[src/design/dsuf_pkg.sv]
// Shared types and constants for the disjoint-set union-find engine.
// No dependencies; every other file of the block but dsuf_ram refers to this package.
package dsuf_pkg;

   localparam int MAX_ELEMENTS_DEFAULT = 1024;

   localparam int KIND_W  = 2;
   localparam int INDEX_W = 10;
   localparam int COUNT_W = 11;
   localparam int RANK_W  = 4;

   localparam logic [COUNT_W-1:0] COUNT_RESET = 11'd1024;
   localparam logic [RANK_W-1:0]  RANK_RESET  = 4'd1;
   localparam logic [RANK_W-1:0]  RANK_MAX    = 4'd15;

   // Operation codes; the unused code behaves as find
   localparam logic [KIND_W-1:0] KIND_FIND  = 2'd0;
   localparam logic [KIND_W-1:0] KIND_UNITE = 2'd1;
   localparam logic [KIND_W-1:0] KIND_SAME  = 2'd2;

   typedef enum logic [6:0] {
      S_CLEAR = 7'b0000001,
      S_IDLE  = 7'b0000010,
      S_WALK  = 7'b0000100,
      S_COMP  = 7'b0001000,
      S_LINK  = 7'b0010000,
      S_BUMP  = 7'b0100000,
      S_DONE  = 7'b1000000
   } state_type;

   typedef enum logic [1:0] {
      RD_REQ_A  = 2'd0,
      RD_REQ_B  = 2'd1,
      RD_PARENT = 2'd2,
      RD_START  = 2'd3
   } rd_sel_type;

   typedef enum logic [2:0] {
      WR_NONE  = 3'd0,
      WR_COMP  = 3'd1,
      WR_LINK  = 3'd2,
      WR_BUMP  = 3'd3,
      WR_CLEAR = 3'd4
   } wr_sel_type;

   typedef struct packed {
      logic       capture;
      logic       top_load;
      logic       cur_load;
      logic       save_root;
      logic       second;
      logic       clr_start;
      logic       clr_step;
      logic       out_load;
      rd_sel_type rd_sel;
      wr_sel_type wr_sel;
   } cmd_type;

   typedef struct packed {
      logic req_err;
      logic parent_is_top;
      logic start_is_top;
      logic two_op;
      logic is_unite;
      logic roots_equal;
      logic need_bump;
      logic clr_last;
   } sts_type;

endpackage

[src/design/dsuf_ctrl.sv]
// Sequencer of the union-find engine: walk, compress, link and clearing pass.
// Depends on dsuf_pkg; drives the datapath through cmd_type, reads sts_type.
module dsuf_ctrl (
   input  logic              clock,
   input  logic              reset,
   input  logic              req_valid,
   output logic              req_ready,
   output logic              rsp_valid,
   input  logic              rsp_ready,
   input  logic              csr_we,
   input  dsuf_pkg::sts_type sts,
   output dsuf_pkg::cmd_type cmd
);

   dsuf_pkg::state_type state_ff, state_in;
   logic                second_ff, second_in;
   logic                rsp_valid_ff, rsp_valid_in;
   logic                out_free;
   logic                go_b;
   dsuf_pkg::state_type after_find;

   assign out_free   = !rsp_valid_ff || rsp_ready;
   assign go_b       = !second_ff && sts.two_op;
   assign after_find = go_b ? dsuf_pkg::S_WALK :
                       (sts.is_unite ? dsuf_pkg::S_LINK : dsuf_pkg::S_DONE);

   assign req_ready = (state_ff == dsuf_pkg::S_IDLE) && !csr_we;
   assign rsp_valid = rsp_valid_ff;

   always_comb begin
      state_in      = state_ff;
      second_in     = second_ff;
      cmd           = '0;
      cmd.rd_sel    = dsuf_pkg::RD_PARENT;
      cmd.wr_sel    = dsuf_pkg::WR_NONE;
      cmd.second    = second_ff;

      case (state_ff)
         dsuf_pkg::S_CLEAR: begin
            cmd.wr_sel   = dsuf_pkg::WR_CLEAR;
            cmd.clr_step = 1'b1;
            if (sts.clr_last) begin
               state_in = dsuf_pkg::S_IDLE;
            end
         end
         dsuf_pkg::S_IDLE: begin
            if (req_valid && req_ready) begin
               cmd.capture = 1'b1;
               second_in   = 1'b0;
               if (sts.req_err) begin
                  state_in = dsuf_pkg::S_DONE;
               end else begin
                  cmd.rd_sel   = dsuf_pkg::RD_REQ_A;
                  cmd.top_load = 1'b1;
                  state_in     = dsuf_pkg::S_WALK;
               end
            end
         end
         dsuf_pkg::S_WALK: begin
            if (sts.parent_is_top) begin
               cmd.save_root = 1'b1;
               if (sts.start_is_top) begin
                  state_in = after_find;
                  if (go_b) begin
                     cmd.rd_sel   = dsuf_pkg::RD_REQ_B;
                     cmd.top_load = 1'b1;
                     second_in    = 1'b1;
                  end
               end else begin
                  cmd.rd_sel   = dsuf_pkg::RD_START;
                  cmd.cur_load = 1'b1;
                  state_in     = dsuf_pkg::S_COMP;
               end
            end else begin
               cmd.top_load = 1'b1;
            end
         end
         dsuf_pkg::S_COMP: begin
            cmd.wr_sel = dsuf_pkg::WR_COMP;
            if (sts.parent_is_top) begin
               state_in = after_find;
               if (go_b) begin
                  cmd.rd_sel   = dsuf_pkg::RD_REQ_B;
                  cmd.top_load = 1'b1;
                  second_in    = 1'b1;
               end
            end else begin
               cmd.cur_load = 1'b1;
            end
         end
         dsuf_pkg::S_LINK: begin
            if (sts.roots_equal) begin
               state_in = dsuf_pkg::S_DONE;
            end else begin
               cmd.wr_sel = dsuf_pkg::WR_LINK;
               state_in   = sts.need_bump ? dsuf_pkg::S_BUMP : dsuf_pkg::S_DONE;
            end
         end
         dsuf_pkg::S_BUMP: begin
            cmd.wr_sel = dsuf_pkg::WR_BUMP;
            state_in   = dsuf_pkg::S_DONE;
         end
         dsuf_pkg::S_DONE: begin
            if (out_free) begin
               cmd.out_load = 1'b1;
               state_in     = dsuf_pkg::S_IDLE;
            end
         end
         default: begin
            state_in = dsuf_pkg::S_IDLE;
         end
      endcase

      // a size write restarts the clearing pass
      if (csr_we) begin
         cmd.clr_start = 1'b1;
         cmd.clr_step  = 1'b0;
         cmd.wr_sel    = dsuf_pkg::WR_NONE;
         state_in      = dsuf_pkg::S_CLEAR;
      end
   end

   always_comb begin
      rsp_valid_in = rsp_valid_ff && !rsp_ready;
      if (cmd.out_load) begin
         rsp_valid_in = 1'b1;
      end
   end

   always_ff @(posedge clock) begin
      if (reset) begin
         state_ff     <= dsuf_pkg::S_CLEAR;
         second_ff    <= 1'b0;
         rsp_valid_ff <= 1'b0;
      end else begin
         state_ff     <= state_in;
         second_ff    <= second_in;
         rsp_valid_ff <= rsp_valid_in;
      end
   end

endmodule

[config.mk]
export PLATFORM = sky130hd
export DESIGN_NAME = dsuf_ctrl
export DESIGN_NICKNAME = d
export VERILOG_FILES = /design/src/design/dsuf_pkg.sv /design/src/design/dsuf_ctrl.sv
export SDC_FILE = /design/constraint.sdc
export NUM_CORES = 1
export LEC_CHECK = 0
export BUFFER_PORTS_ARGS = -buffer_cell sky130_fd_sc_hd__buf_2
export CAP_MARGIN = 20
export CORE_MARGIN = 2
export CORE_UTILIZATION = 45
export DETAILED_ROUTE_END_ITERATION = 7
export PLACE_DENSITY = 0.74
export SYNTH_ARGS = -nofsm -noshare
export SYNTH_HDL_FRONTEND = slang
export SYNTH_SLANG_ARGS = --single-unit
[constraint.sdc]
create_clock -name clock -period 3.1 [get_ports clock]
set_input_delay 0.31 -clock clock [delete_from_list [all_inputs] [get_ports clock]]
set_output_delay 0.31 -clock clock [all_outputs]
set_load 0.05 [all_outputs]
==> results.toml, run 1 <==
[logic_synthesis]
yosysMostFrequentCell = "nor2_1"
ys_async_sr_fraction_pct = 0
syn_nets = 109
synthCells = 96
synth-seq-area-share_pct = 24.37
ys_warn_count = 0
synth_top_area_share_pct = 24.37
yosys.area.top_type = "dfxtp_1"
synth_top_flop_cell = "dfxtp_1"
synth_edf_count = 0
yosysUniqueCellTypes = 38
synth_top_cells_by_count = "19 x nor2_1, 9 x dfxtp_1, 7 x a21oi_1"
yosys-top-cells-area = "dfxtp_1 24%, nor2_1 9.6%, a21oi_1 4.7%, nand2b_1 4.2%, nor2b_1 4.2%"
ys_ff_latch = 9
synth.avg_cell_area_sq_um = 7.703
synth_area_sq_um = 739.5

[worst_setup_path]
worst_r2r_startpoint = "state_ff[6]$_SDFFE_PP0P_"
arrival_ps = 1980
crit_fanout = 7
critPathMostFrequentCell = "nor2_1"
rrSetupSlack_ps = 1440
cp_cell_sequence = "nor2_1, nand2_1, nor2_1, a31oi_1, a211o_1, buf_2"
critPathTopFamily = "simple AND/OR/NAND/NOR gates"
criticalPathCategory = "register to primary output"
cp-startpoint = "state_ff[6]$_SDFFE_PP0P_"
slowest_stage = "dfxtp_1"
cp_data_required_time_ps = 2790
r2r_cells = 4
cp_num_buf_inv = 1
critPathLaunchType = "register"
end_kind = "primary output"
reg2reg_to = "state_ff[6]$_SDFFE_PP0P_"
max_stage_delay_ps = 370

[grt]
grt_pass1_wl_mm = 3.160
gr-usage-all-layers_pct = 21.72
grt_pass1_vias = 708
grt_max_degree = 11
antenna_found_initial = 0
overflow = 0

[power]
pwr-share-comb_pct = 21.2
intPower_uw = 186.8
switching_power_uw = 90.36
vdd_drop_max_mv = 0.2020
power_frac_clock_pct = 35.5
swShare_pct = 32.60
p_seq_share_pct = 43.4
leakage_nw = 0.3665
power_density_nw_per_um2 = 307.3

[min_path]
min_to = "rsp_valid$_SDFF_PP0_"
hp-start = "reset"
min_path_cells = 2
hp-class = "primary input to register"

[sta]
min_period_over_period_pct = 73.99
worst_slack_ps = 806.3
final.setup.tns_ps = 0
max_slew_margin_pct = 74.13
hold_viol_final = 0
drv_slew = 0
rsz0062_at_grt = "no"
max_freq_ghz = 0.4360
fin_crit_ps = 2294
setup_viol = 0
fin_skew_ps = 2.164
worstMarginPinSlew_ps = 384.5

[routing]
dr.pass1.iters = 4
wl_mm = 2.033
drc = 0
post_drt_wl_per_cell_um = 14.52
dr_total_vias = 837
drt_iter0_drc = 13
antenna_left = 0
via_per_inst = 5.979

[placed_design]
dp_hpwl_mm = 1.576
io_buffers = 27
gp_congestion = 0.8732
preCtsSetupSlack_ps = 1133
placed_cells = 136

[floorplanning]
coreArea_sq_um = 1524
initial_core_util_pct = 48.52
die-area_sq_um = 1983
die_x_um = 44.54
row_count = 14
io_pins = 28
die_h_um = 44.54

[clocking]
ctsHoldBuffers = 0
clk_pin_slew_ps = 70
cts_tree = "yes"
cts.path.max_buffers = 2
cts_buffers = 3
cts_sinks = 9
post_cts.repair.setup_buffers = 0
cts_resized = 0
htree_levels = 1
clock-root-buffer = "clkbuf_4"
clk_latency_ps = 270

[final_layout]
nets = 138
final_cells = 140
fin_util_pct = 59.20
synthToLayoutAreaGrowth_pct = 22.00
num_antenna_cells = 0
nFillCells = 150
regArea_sq_um = 180.2
multiInputGateArea_sq_um = 533.0
drive_gt1_share_pct = 32.26

[run]
maxCapViolCount = 0

[status]
status = "complete, no violations"
[worst register-to-register path, delay by kind of cell (launching register included)]
kind / cells / cell delay, ps
AND/OR/NAND/NOR: 3 / 1020
AO/OA/AOI/OAI: 1 / 220
flip-flops: 1 / 370
[cell families (layout without fill, tap and decap cells)]
kind of cell    count (synthesis)  in the layout  synth area share, %
compound gates                 26             26                25.55
buf+inv                         5             33                3.553
flops                           9              9                24.37
mux                             1              1                1.354
simple gates                   55             55                45.18
[routing by layer]
layer	up-vias	global-route usage, %	wire length [um]
li1	411	-	-
met3	8	3.673	142
met5	-	0	0
met4	0	10.30	49
met1	383	28.01	892
met2	35	34.78	949
[state kept, by name, indices dropped and copies added (netlist names)]
register	flops
second_ff	1
rsp_valid	1
state_ff	7
[power groups by stage]
| stage | Clock [mW] | Combinational, mW | Sequential [mW] |
|---|---|---|---|
| final | 0.0983 | 0.0586 | 0.120 |
| after global routing | 0.102 | 0.0619 | 0.121 |
| after CTS | 0.0969 | 0.0580 | 0.120 |
| after detailed placement | 0 | 0.0577 | 0.123 |
| after global placement | 0 | 0.0571 | 0.123 |
| after floorplan | 0 | 0.0394 | 0.122 |
[final cells by class]
class / instances / share of cell area, %
Inverter: 2 / 0.8322
Multi-Input combinational cell: 82 / 59.08
Sequential cell: 9 / 19.97
Clock buffer: 4 / 2.913
Tap cell: 16 / 2.219
Timing Repair Buffer: 27 / 14.98
[worst max-delay path by stage]
stage / slack (ps) / to / depth (start not counted)
2_1_floorplan: 690 / cmd[4] / 5
5_1_grt: 720 / cmd[4] / 6
6_report: 810 / cmd[4] / 6
3_3_place_gp: 1190 / cmd[4] / 6
4_1_cts: 840 / cmd[4] / 6
3_5_place_dp: 1130 / cmd[4] / 6
[metrics by stage]
stage / power, mW / hold slack, ps / area [sq um]
detailed placement: 0.1806 / 535.0 / 875.8
global placement: 0.1798 / 529.9 / 875.8
floorplan: 0.1618 / 379.1 / 739.5
CTS: 0.2750 / 252.6 / 902.1
global route: 0.2850 / 259.8 / 902.1
finish: 0.2772 / 249.4 / 902.1
[placed cells by master, fill, tap and decap left out]
cell	n
buf_2	27
nor2_1	19
dfxtp_1	9
a21oi_1	7
nor2b_1	5
nand2b_1	5
o21ai_0	5
nor3_2	3
nand2_1	3
a31oi_1	3
nand3b_1	3
nand3_1	3
clkbuf_4	3
inv_1	2
nor3_1	2
o211ai_1	2
nor4_4	1
and3_1	1
nor2b_2	1
nand3_2	1
a211o_1	1
o32ai_2	1
and3b_1	1
a32oi_1	1
nand4_1	1
nor4_1	1
o2bb2ai_1	1
and2b_1	1
nor4bb_1	1
nor3b_1	1
o221ai_2	1
o311a_1	1
a2bb2oi_2	1
a211oi_1	1
mux2i_1	1
and2_1	1
o21ai_1	1
nor4_2	1
clkbuf_1	1
Note: power is estimated with default switching activity, not from simulation.
==> run 2: changes to the inputs <==
--- a/config.mk
+++ b/config.mk
@@ -8,7 +8,7 @@
 export BUFFER_PORTS_ARGS = -buffer_cell sky130_fd_sc_hd__buf_2
 export CAP_MARGIN = 20
 export CORE_MARGIN = 2
-export CORE_UTILIZATION = 45
+export CORE_UTILIZATION = 43
 export DETAILED_ROUTE_END_ITERATION = 7
 export PLACE_DENSITY = 0.74
 export SYNTH_ARGS = -nofsm -noshare
==> constraint.sdc (replaced) <==
create_clock -name clock -period 1.8 [get_ports clock]
set_input_delay 0.18 -clock clock [delete_from_list [all_inputs] [get_ports clock]]
set_output_delay 0.18 -clock clock [all_outputs]
set_load 0.05 [all_outputs]
==> run 2 against run 1 <==
  * Critical endpoint unchanged
  * Final cell count increased by 7.1%
  * Critical path depth did not move
  * Total power is 76% higher
  * The flow now finishes with violations (negative setup slack)
  * Sequential cell count is the same
  * Non-clock buffer count rose by 10
  * Critical path type unchanged
  * Die area rose by 4.2%
  * Wire length is 11% higher
==> results.toml, run 2 (synthesis results as in run 1) <==
[status]
status = "finished, violations left"
violations = "negative setup slack"

[power]
pwr-share-comb_pct = 24.8
power_frac_clock_pct = 33.2
leakage_nw = 0.4318
switching_power_uw = 158.0
finalPower_uw = 489.2
power_density_nw_per_um2 = 451.0
vdd_drop_max_mv = 0.4095
intPower_uw = 331.3
p_seq_share_pct = 42.0
swShare_pct = 32.29

[final_layout]
regMostFlops = "state_ff"
final_common_cell = "buf_2"
nFillCells = 125
regArea_sq_um = 191.4
nets = 148
num_antenna_cells = 0
layout.cells.most_common_list = "19 x buf_2, 15 x nor2_1, 10 x buf_4, 7 x a21oi_1, 6 x buf_6"
largest_reg_flops = 7
multiInputGateArea_sq_um = 586.8
synthToLayoutAreaGrowth_pct = 46.70
drive_gt1_share_pct = 45.52

[clocking]
clock-root-buffer = "clkbuf_4"
htree_levels = 1
clk_pin_slew_ps = 70
ctsHoldBuffers = 0
cts_sinks = 9
cts_tree = "yes"
cts.path.max_buffers = 2
cts_buffers = 3
clk_latency_ps = 270

[placed_design]
dp_hpwl_mm = 1.715
preCtsSetupSlack_ps = 53.15
io_buffers = 27
gp_congestion = 0.8822

[worst_setup_path]
end_kind = "primary output"
cp_data_required_time_ps = 1620
worst_r2r_startpoint = "state_ff[6]$_SDFFE_PP0P_"
arrival_ps = 1730
rrSetupSlack_ps = 50
max_stage_delay_ps = 360
cp_cell_sequence = "nor4_4, nand3_2, nor2_4, a31oi_1, a211o_1, buf_6"
r2r_cells = 7
criticalPathCategory = "register to primary output"
endpoint = "cmd[4]"
reg2reg_to = "state_ff[3]$_SDFFE_PP0P_"
cp-startpoint = "state_ff[6]$_SDFFE_PP0P_"
slowest_stage = "dfxtp_4"
critPathLaunchType = "register"
crit_fanout = 3

[grt]
gr-usage-all-layers_pct = 23.45
antenna_found_initial = 0
grt_pass1_wl_mm = 3.408
grt_pass1_vias = 794
grt_max_degree = 10
overflow = 0

[routing]
post_drt_wl_per_cell_um = 15.11
via_per_inst = 5.767
wl_mm = 2.266
dr_total_vias = 865
drc = 0
dr.pass1.iters = 4
drt_iter0_drc = 21
antenna_left = 0

[floorplanning]
coreArea_sq_um = 1559
die-area_sq_um = 2068
io_pins = 28
initial_core_util_pct = 47.43
row_count = 14
die_x_um = 45.47
die_h_um = 45.47

[sta]
hold_viol_final = 0
max_slew_margin_pct = 67.25
rsz0062_at_grt = "yes"
finalHoldWorstSlack_ps = 112.3
worst_slack_ps = -113.3
min_period_over_period_pct = 106.3
worstMarginPinSlew_ps = 489.1
max_freq_ghz = 0.5227
fin_skew_ps = 11.78
setup_viol = 3
drv_slew = 0
fin_crit_ps = 1913

[min_path]
hp-class = "primary input to register"
min_path_cells = 2

[run]
maxCapViolCount = 0
==> run 2: changes by cell type in the layout (fill, tap and decap cells not counted), sizes merged <==
cell,delta
clkbuf,+2
buf,+8
==> run 2: repair_timing <==
action | in CTS | in global routing
gates resized for setup | 11 | 19
pin swaps | 5 | 4
endpoints found under the setup margin | 5 | 9
setup buffers | 1 | 3
==> run 2: layer usage <==
metal	up-vias	global-route usage (%)	share of wire, %
met5	-	0	0
li1	436	-	-
met3	4	3.571	4.4
met1	398	28.85	46
met4	0	11.18	1.6
met2	27	39.44	48
==> run 2: worst min-delay path by stage <==
stage	start	endpoint	slack (ps)
detailed placement	sts[0]	state_ff[0]$_SDFFE_PP1P_	400
finish	reset	state_ff[3]$_SDFFE_PP0P_	110
floorplan	reset	rsp_valid$_SDFF_PP0_	250
global placement	sts[0]	state_ff[0]$_SDFFE_PP1P_	400
global route	reset	state_ff[3]$_SDFFE_PP0P_	120
CTS	sts[0]	state_ff[0]$_SDFFE_PP1P_	120
==> run 2: worst max-delay path, delay by kind of cell, from the launching register on <==
| kind | cells | cell delay (ps) |
|---|---|---|
| buf+inv | 1 | 160 |
| compound gates | 2 | 310 |
| flops | 1 | 360 |
| simple gates | 3 | 640 |
==> run 2: final cells by class <==
type,instances,share of cell area [%]
clock buffers,4,2.422
inverters,2,0.6920
multi-input cells,82,54.09
flip-flops and latches,9,17.65
well taps,16,1.845
repair buffers,37,23.30
==> run 2: through the flow <==
stage	TNS, ps	instance area (sq um)	util (%)	cells
after floorplan	-105.1	760.7	-	96
after global placement	0	942.2	60.43	142
after detailed placement	0	942.2	60.43	142
after CTS	-188.5	1007	64.61	147
after global routing	-589.0	1085	69.58	150
final	-263.6	1085	69.58	150
==> run 2: power groups by stage <==
stage	logic, mW	registers (mW)	clock network, mW
floorplan	0.0703	0.211	0
global placement	0.109	0.211	0
detailed placement	0.111	0.212	0
CTS	0.114	0.206	0.162
global route	0.129	0.206	0.174
finish	0.122	0.205	0.162
==> run 3: changes to the inputs <==
==> constraint.sdc (replaced) <==
create_clock -name clock -period 1.6 [get_ports clock]
set_input_delay 0.16 -clock clock [delete_from_list [all_inputs] [get_ports clock]]
set_output_delay 0.16 -clock clock [all_outputs]
set_load 0.05 [all_outputs]
==> run 3 against run 2 <==
  * The flow still finishes with violations (negative setup slack)
  * Non-clock buffer count grew 12
  * Clock-buffer cell count is the same
  * Die area unchanged
  * Sequential power up 11%
  * Global-route usage grew 2.9 points
  * Critical path type unchanged
  * Critical endpoint unchanged
==> results.toml, run 3 (synthesis results as in run 1) <==
[final_layout]
multiInputGateArea_sq_um = 693.2
drive_gt1_share_pct = 63.01
layout.cells.most_common_list = "16 x buf_2, 16 x buf_6, 15 x buf_4, 8 x nor2_1"
num_antenna_cells = 0
synthToLayoutAreaGrowth_pct = 81.90
final_cells = 162
largest_reg_flops = 7
nets = 160
regMostFlops = "state_ff"
regArea_sq_um = 195.2
nFillCells = 87

[worst_setup_path]
end_kind = "primary output"
criticalPathCategory = "register to primary output"
r2r_cells = 7
critPathLaunchType = "register"
worst_r2r_startpoint = "state_ff[6]$_SDFFE_PP0P_"
reg2reg_to = "state_ff[3]$_SDFFE_PP0P_"
arrival_ps = 1730
crit_fanout = 3
rrSetupSlack_ps = -170
cp_data_required_time_ps = 1440
cp-startpoint = "state_ff[6]$_SDFFE_PP0P_"

[run]
maxCapViolCount = 0

[grt]
overflow = 0
gr-usage-all-layers_pct = 26.35
grt_max_degree = 10
grt_pass1_wl_mm = 3.829
antenna_found_initial = 0
grt_pass1_vias = 881

[clocking]
cts.path.max_buffers = 2
cts_sinks = 9
cts_buffers = 3
ctsHoldBuffers = 0
clk_pin_slew_ps = 60
clock-root-buffer = "clkbuf_4"
cts_tree = "yes"
htree_levels = 1
clk_latency_ps = 270

[status]
status = "finished, violations left"
violations = "negative setup slack"

[floorplanning]
coreArea_sq_um = 1559
initial_core_util_pct = 47.43
die_h_um = 45.47
row_count = 14
io_pins = 28
die_x_um = 45.47
die-area_sq_um = 2068

[routing]
drc = 0
wl_met1_mm = 1.135
antenna_left = 0
wl_mm = 2.775
wl_met2_mm = 1.384
dr_wl_met3_um = 195
dr.pass1.iters = 4
drt_iter0_drc = 33
via_per_inst = 6.043
dr_total_vias = 979
top_layer_used = "met4"
post_drt_wl_per_cell_um = 17.13

[sta]
hold_viol_final = 0
max_slew_margin_pct = 75.61
drv_slew = 0
worst_slack_ps = -287.8
max_freq_ghz = 0.5297
min_period_over_period_pct = 118.0
fin_skew_ps = 6.535
fin_crit_ps = 1888
setup_viol = 14
rsz0062_at_grt = "yes"
finalHoldWorstSlack_ps = 104.5
worstMarginPinSlew_ps = 365.1

[placed_design]
gp_congestion = 0.8912
placed_cells = 152
dp_hpwl_mm = 1.836
io_buffers = 27

[min_path]
hp-start = "reset"
min_path_cells = 2
hp-class = "primary input to register"
min_to = "state_ff[3]$_SDFFE_PP0P_"

[power]
intPower_uw = 390.1
pwr-share-comb_pct = 30.1
switching_power_uw = 189.8
vdd_drop_max_mv = 0.4517
leakage_nw = 0.5458
power_frac_clock_pct = 30.6
p_seq_share_pct = 39.2
swShare_pct = 32.73
power_density_nw_per_um2 = 431.1
-- run 3: cell type report --
cell class	instances	share of cell area (%)
multi-input cells	82	51.53
well taps	16	1.488
flip-flops and latches	9	14.51
repair buffers	49	29.95
inverters	2	0.5581
clock buffers	4	1.953
-- run 3: power groups by stage --
stage | sequential [mW] | combinational [mW] | clock, mW
2_1_floorplan | 0.237 | 0.0806 | 0
3_3_place_gp | 0.236 | 0.135 | 0
3_5_place_dp | 0.236 | 0.137 | 0
4_1_cts | 0.228 | 0.149 | 0.180
5_1_grt | 0.228 | 0.184 | 0.189
6_report | 0.227 | 0.175 | 0.178
-- run 3: routing by layer --
layer,track usage (%),vias up
li1,-,464
met1,33.09,459
met2,40.56,47
met3,4.762,9
met4,17.65,0
met5,0,-
-- run 3: worst max-delay path, cell delays in order, from the launching register on --
cell and delay (ps):
dfxtp_2 340, nor4_4 320, nand3_2 200, nor2_4 120, a31oi_1 50, a211o_2 280, buf_6 150
-- run 3: worst max path at each step --
| stage | endpoint | slack [ps] | depth (start not counted) |
|---|---|---|---|
| 3_3_place_gp | cmd[4] | 3 | 6 |
| 6_report | cmd[4] | -290 | 6 |
| 5_1_grt | cmd[4] | -330 | 6 |
| 4_1_cts | cmd[4] | -280 | 6 |
| 2_1_floorplan | cmd[4] | -160 | 5 |
| 3_5_place_dp | cmd[4] | -50 | 6 |
-- run 3: timing repair --
| action | in CTS | in global routing |
|---|---|---|
| pin swaps | 7 | 8 |
| resized for setup | 34 | 33 |
| buffers inserted | 2 | 4 |
| endpoints found under the setup margin | 14 | 18 |
-- run 3: stage by stage --
stage / worst slack, ps / area (sq um) / total power [mW] / utilization, % / TNS [ps]
detailed placement: -50.31 / 1039 / 0.3737 / 66.61 / -118.7
global placement: 3.469 / 1039 / 0.3708 / 66.61 / 0
CTS: -279.1 / 1177 / 0.5566 / 75.52 / -823.6
floorplan: -164.9 / 782.0 / 0.3180 / - / -313.1
finish: -287.8 / 1345 / 0.5799 / 86.28 / -1590
global route: -331.2 / 1345 / 0.6009 / 86.28 / -2351
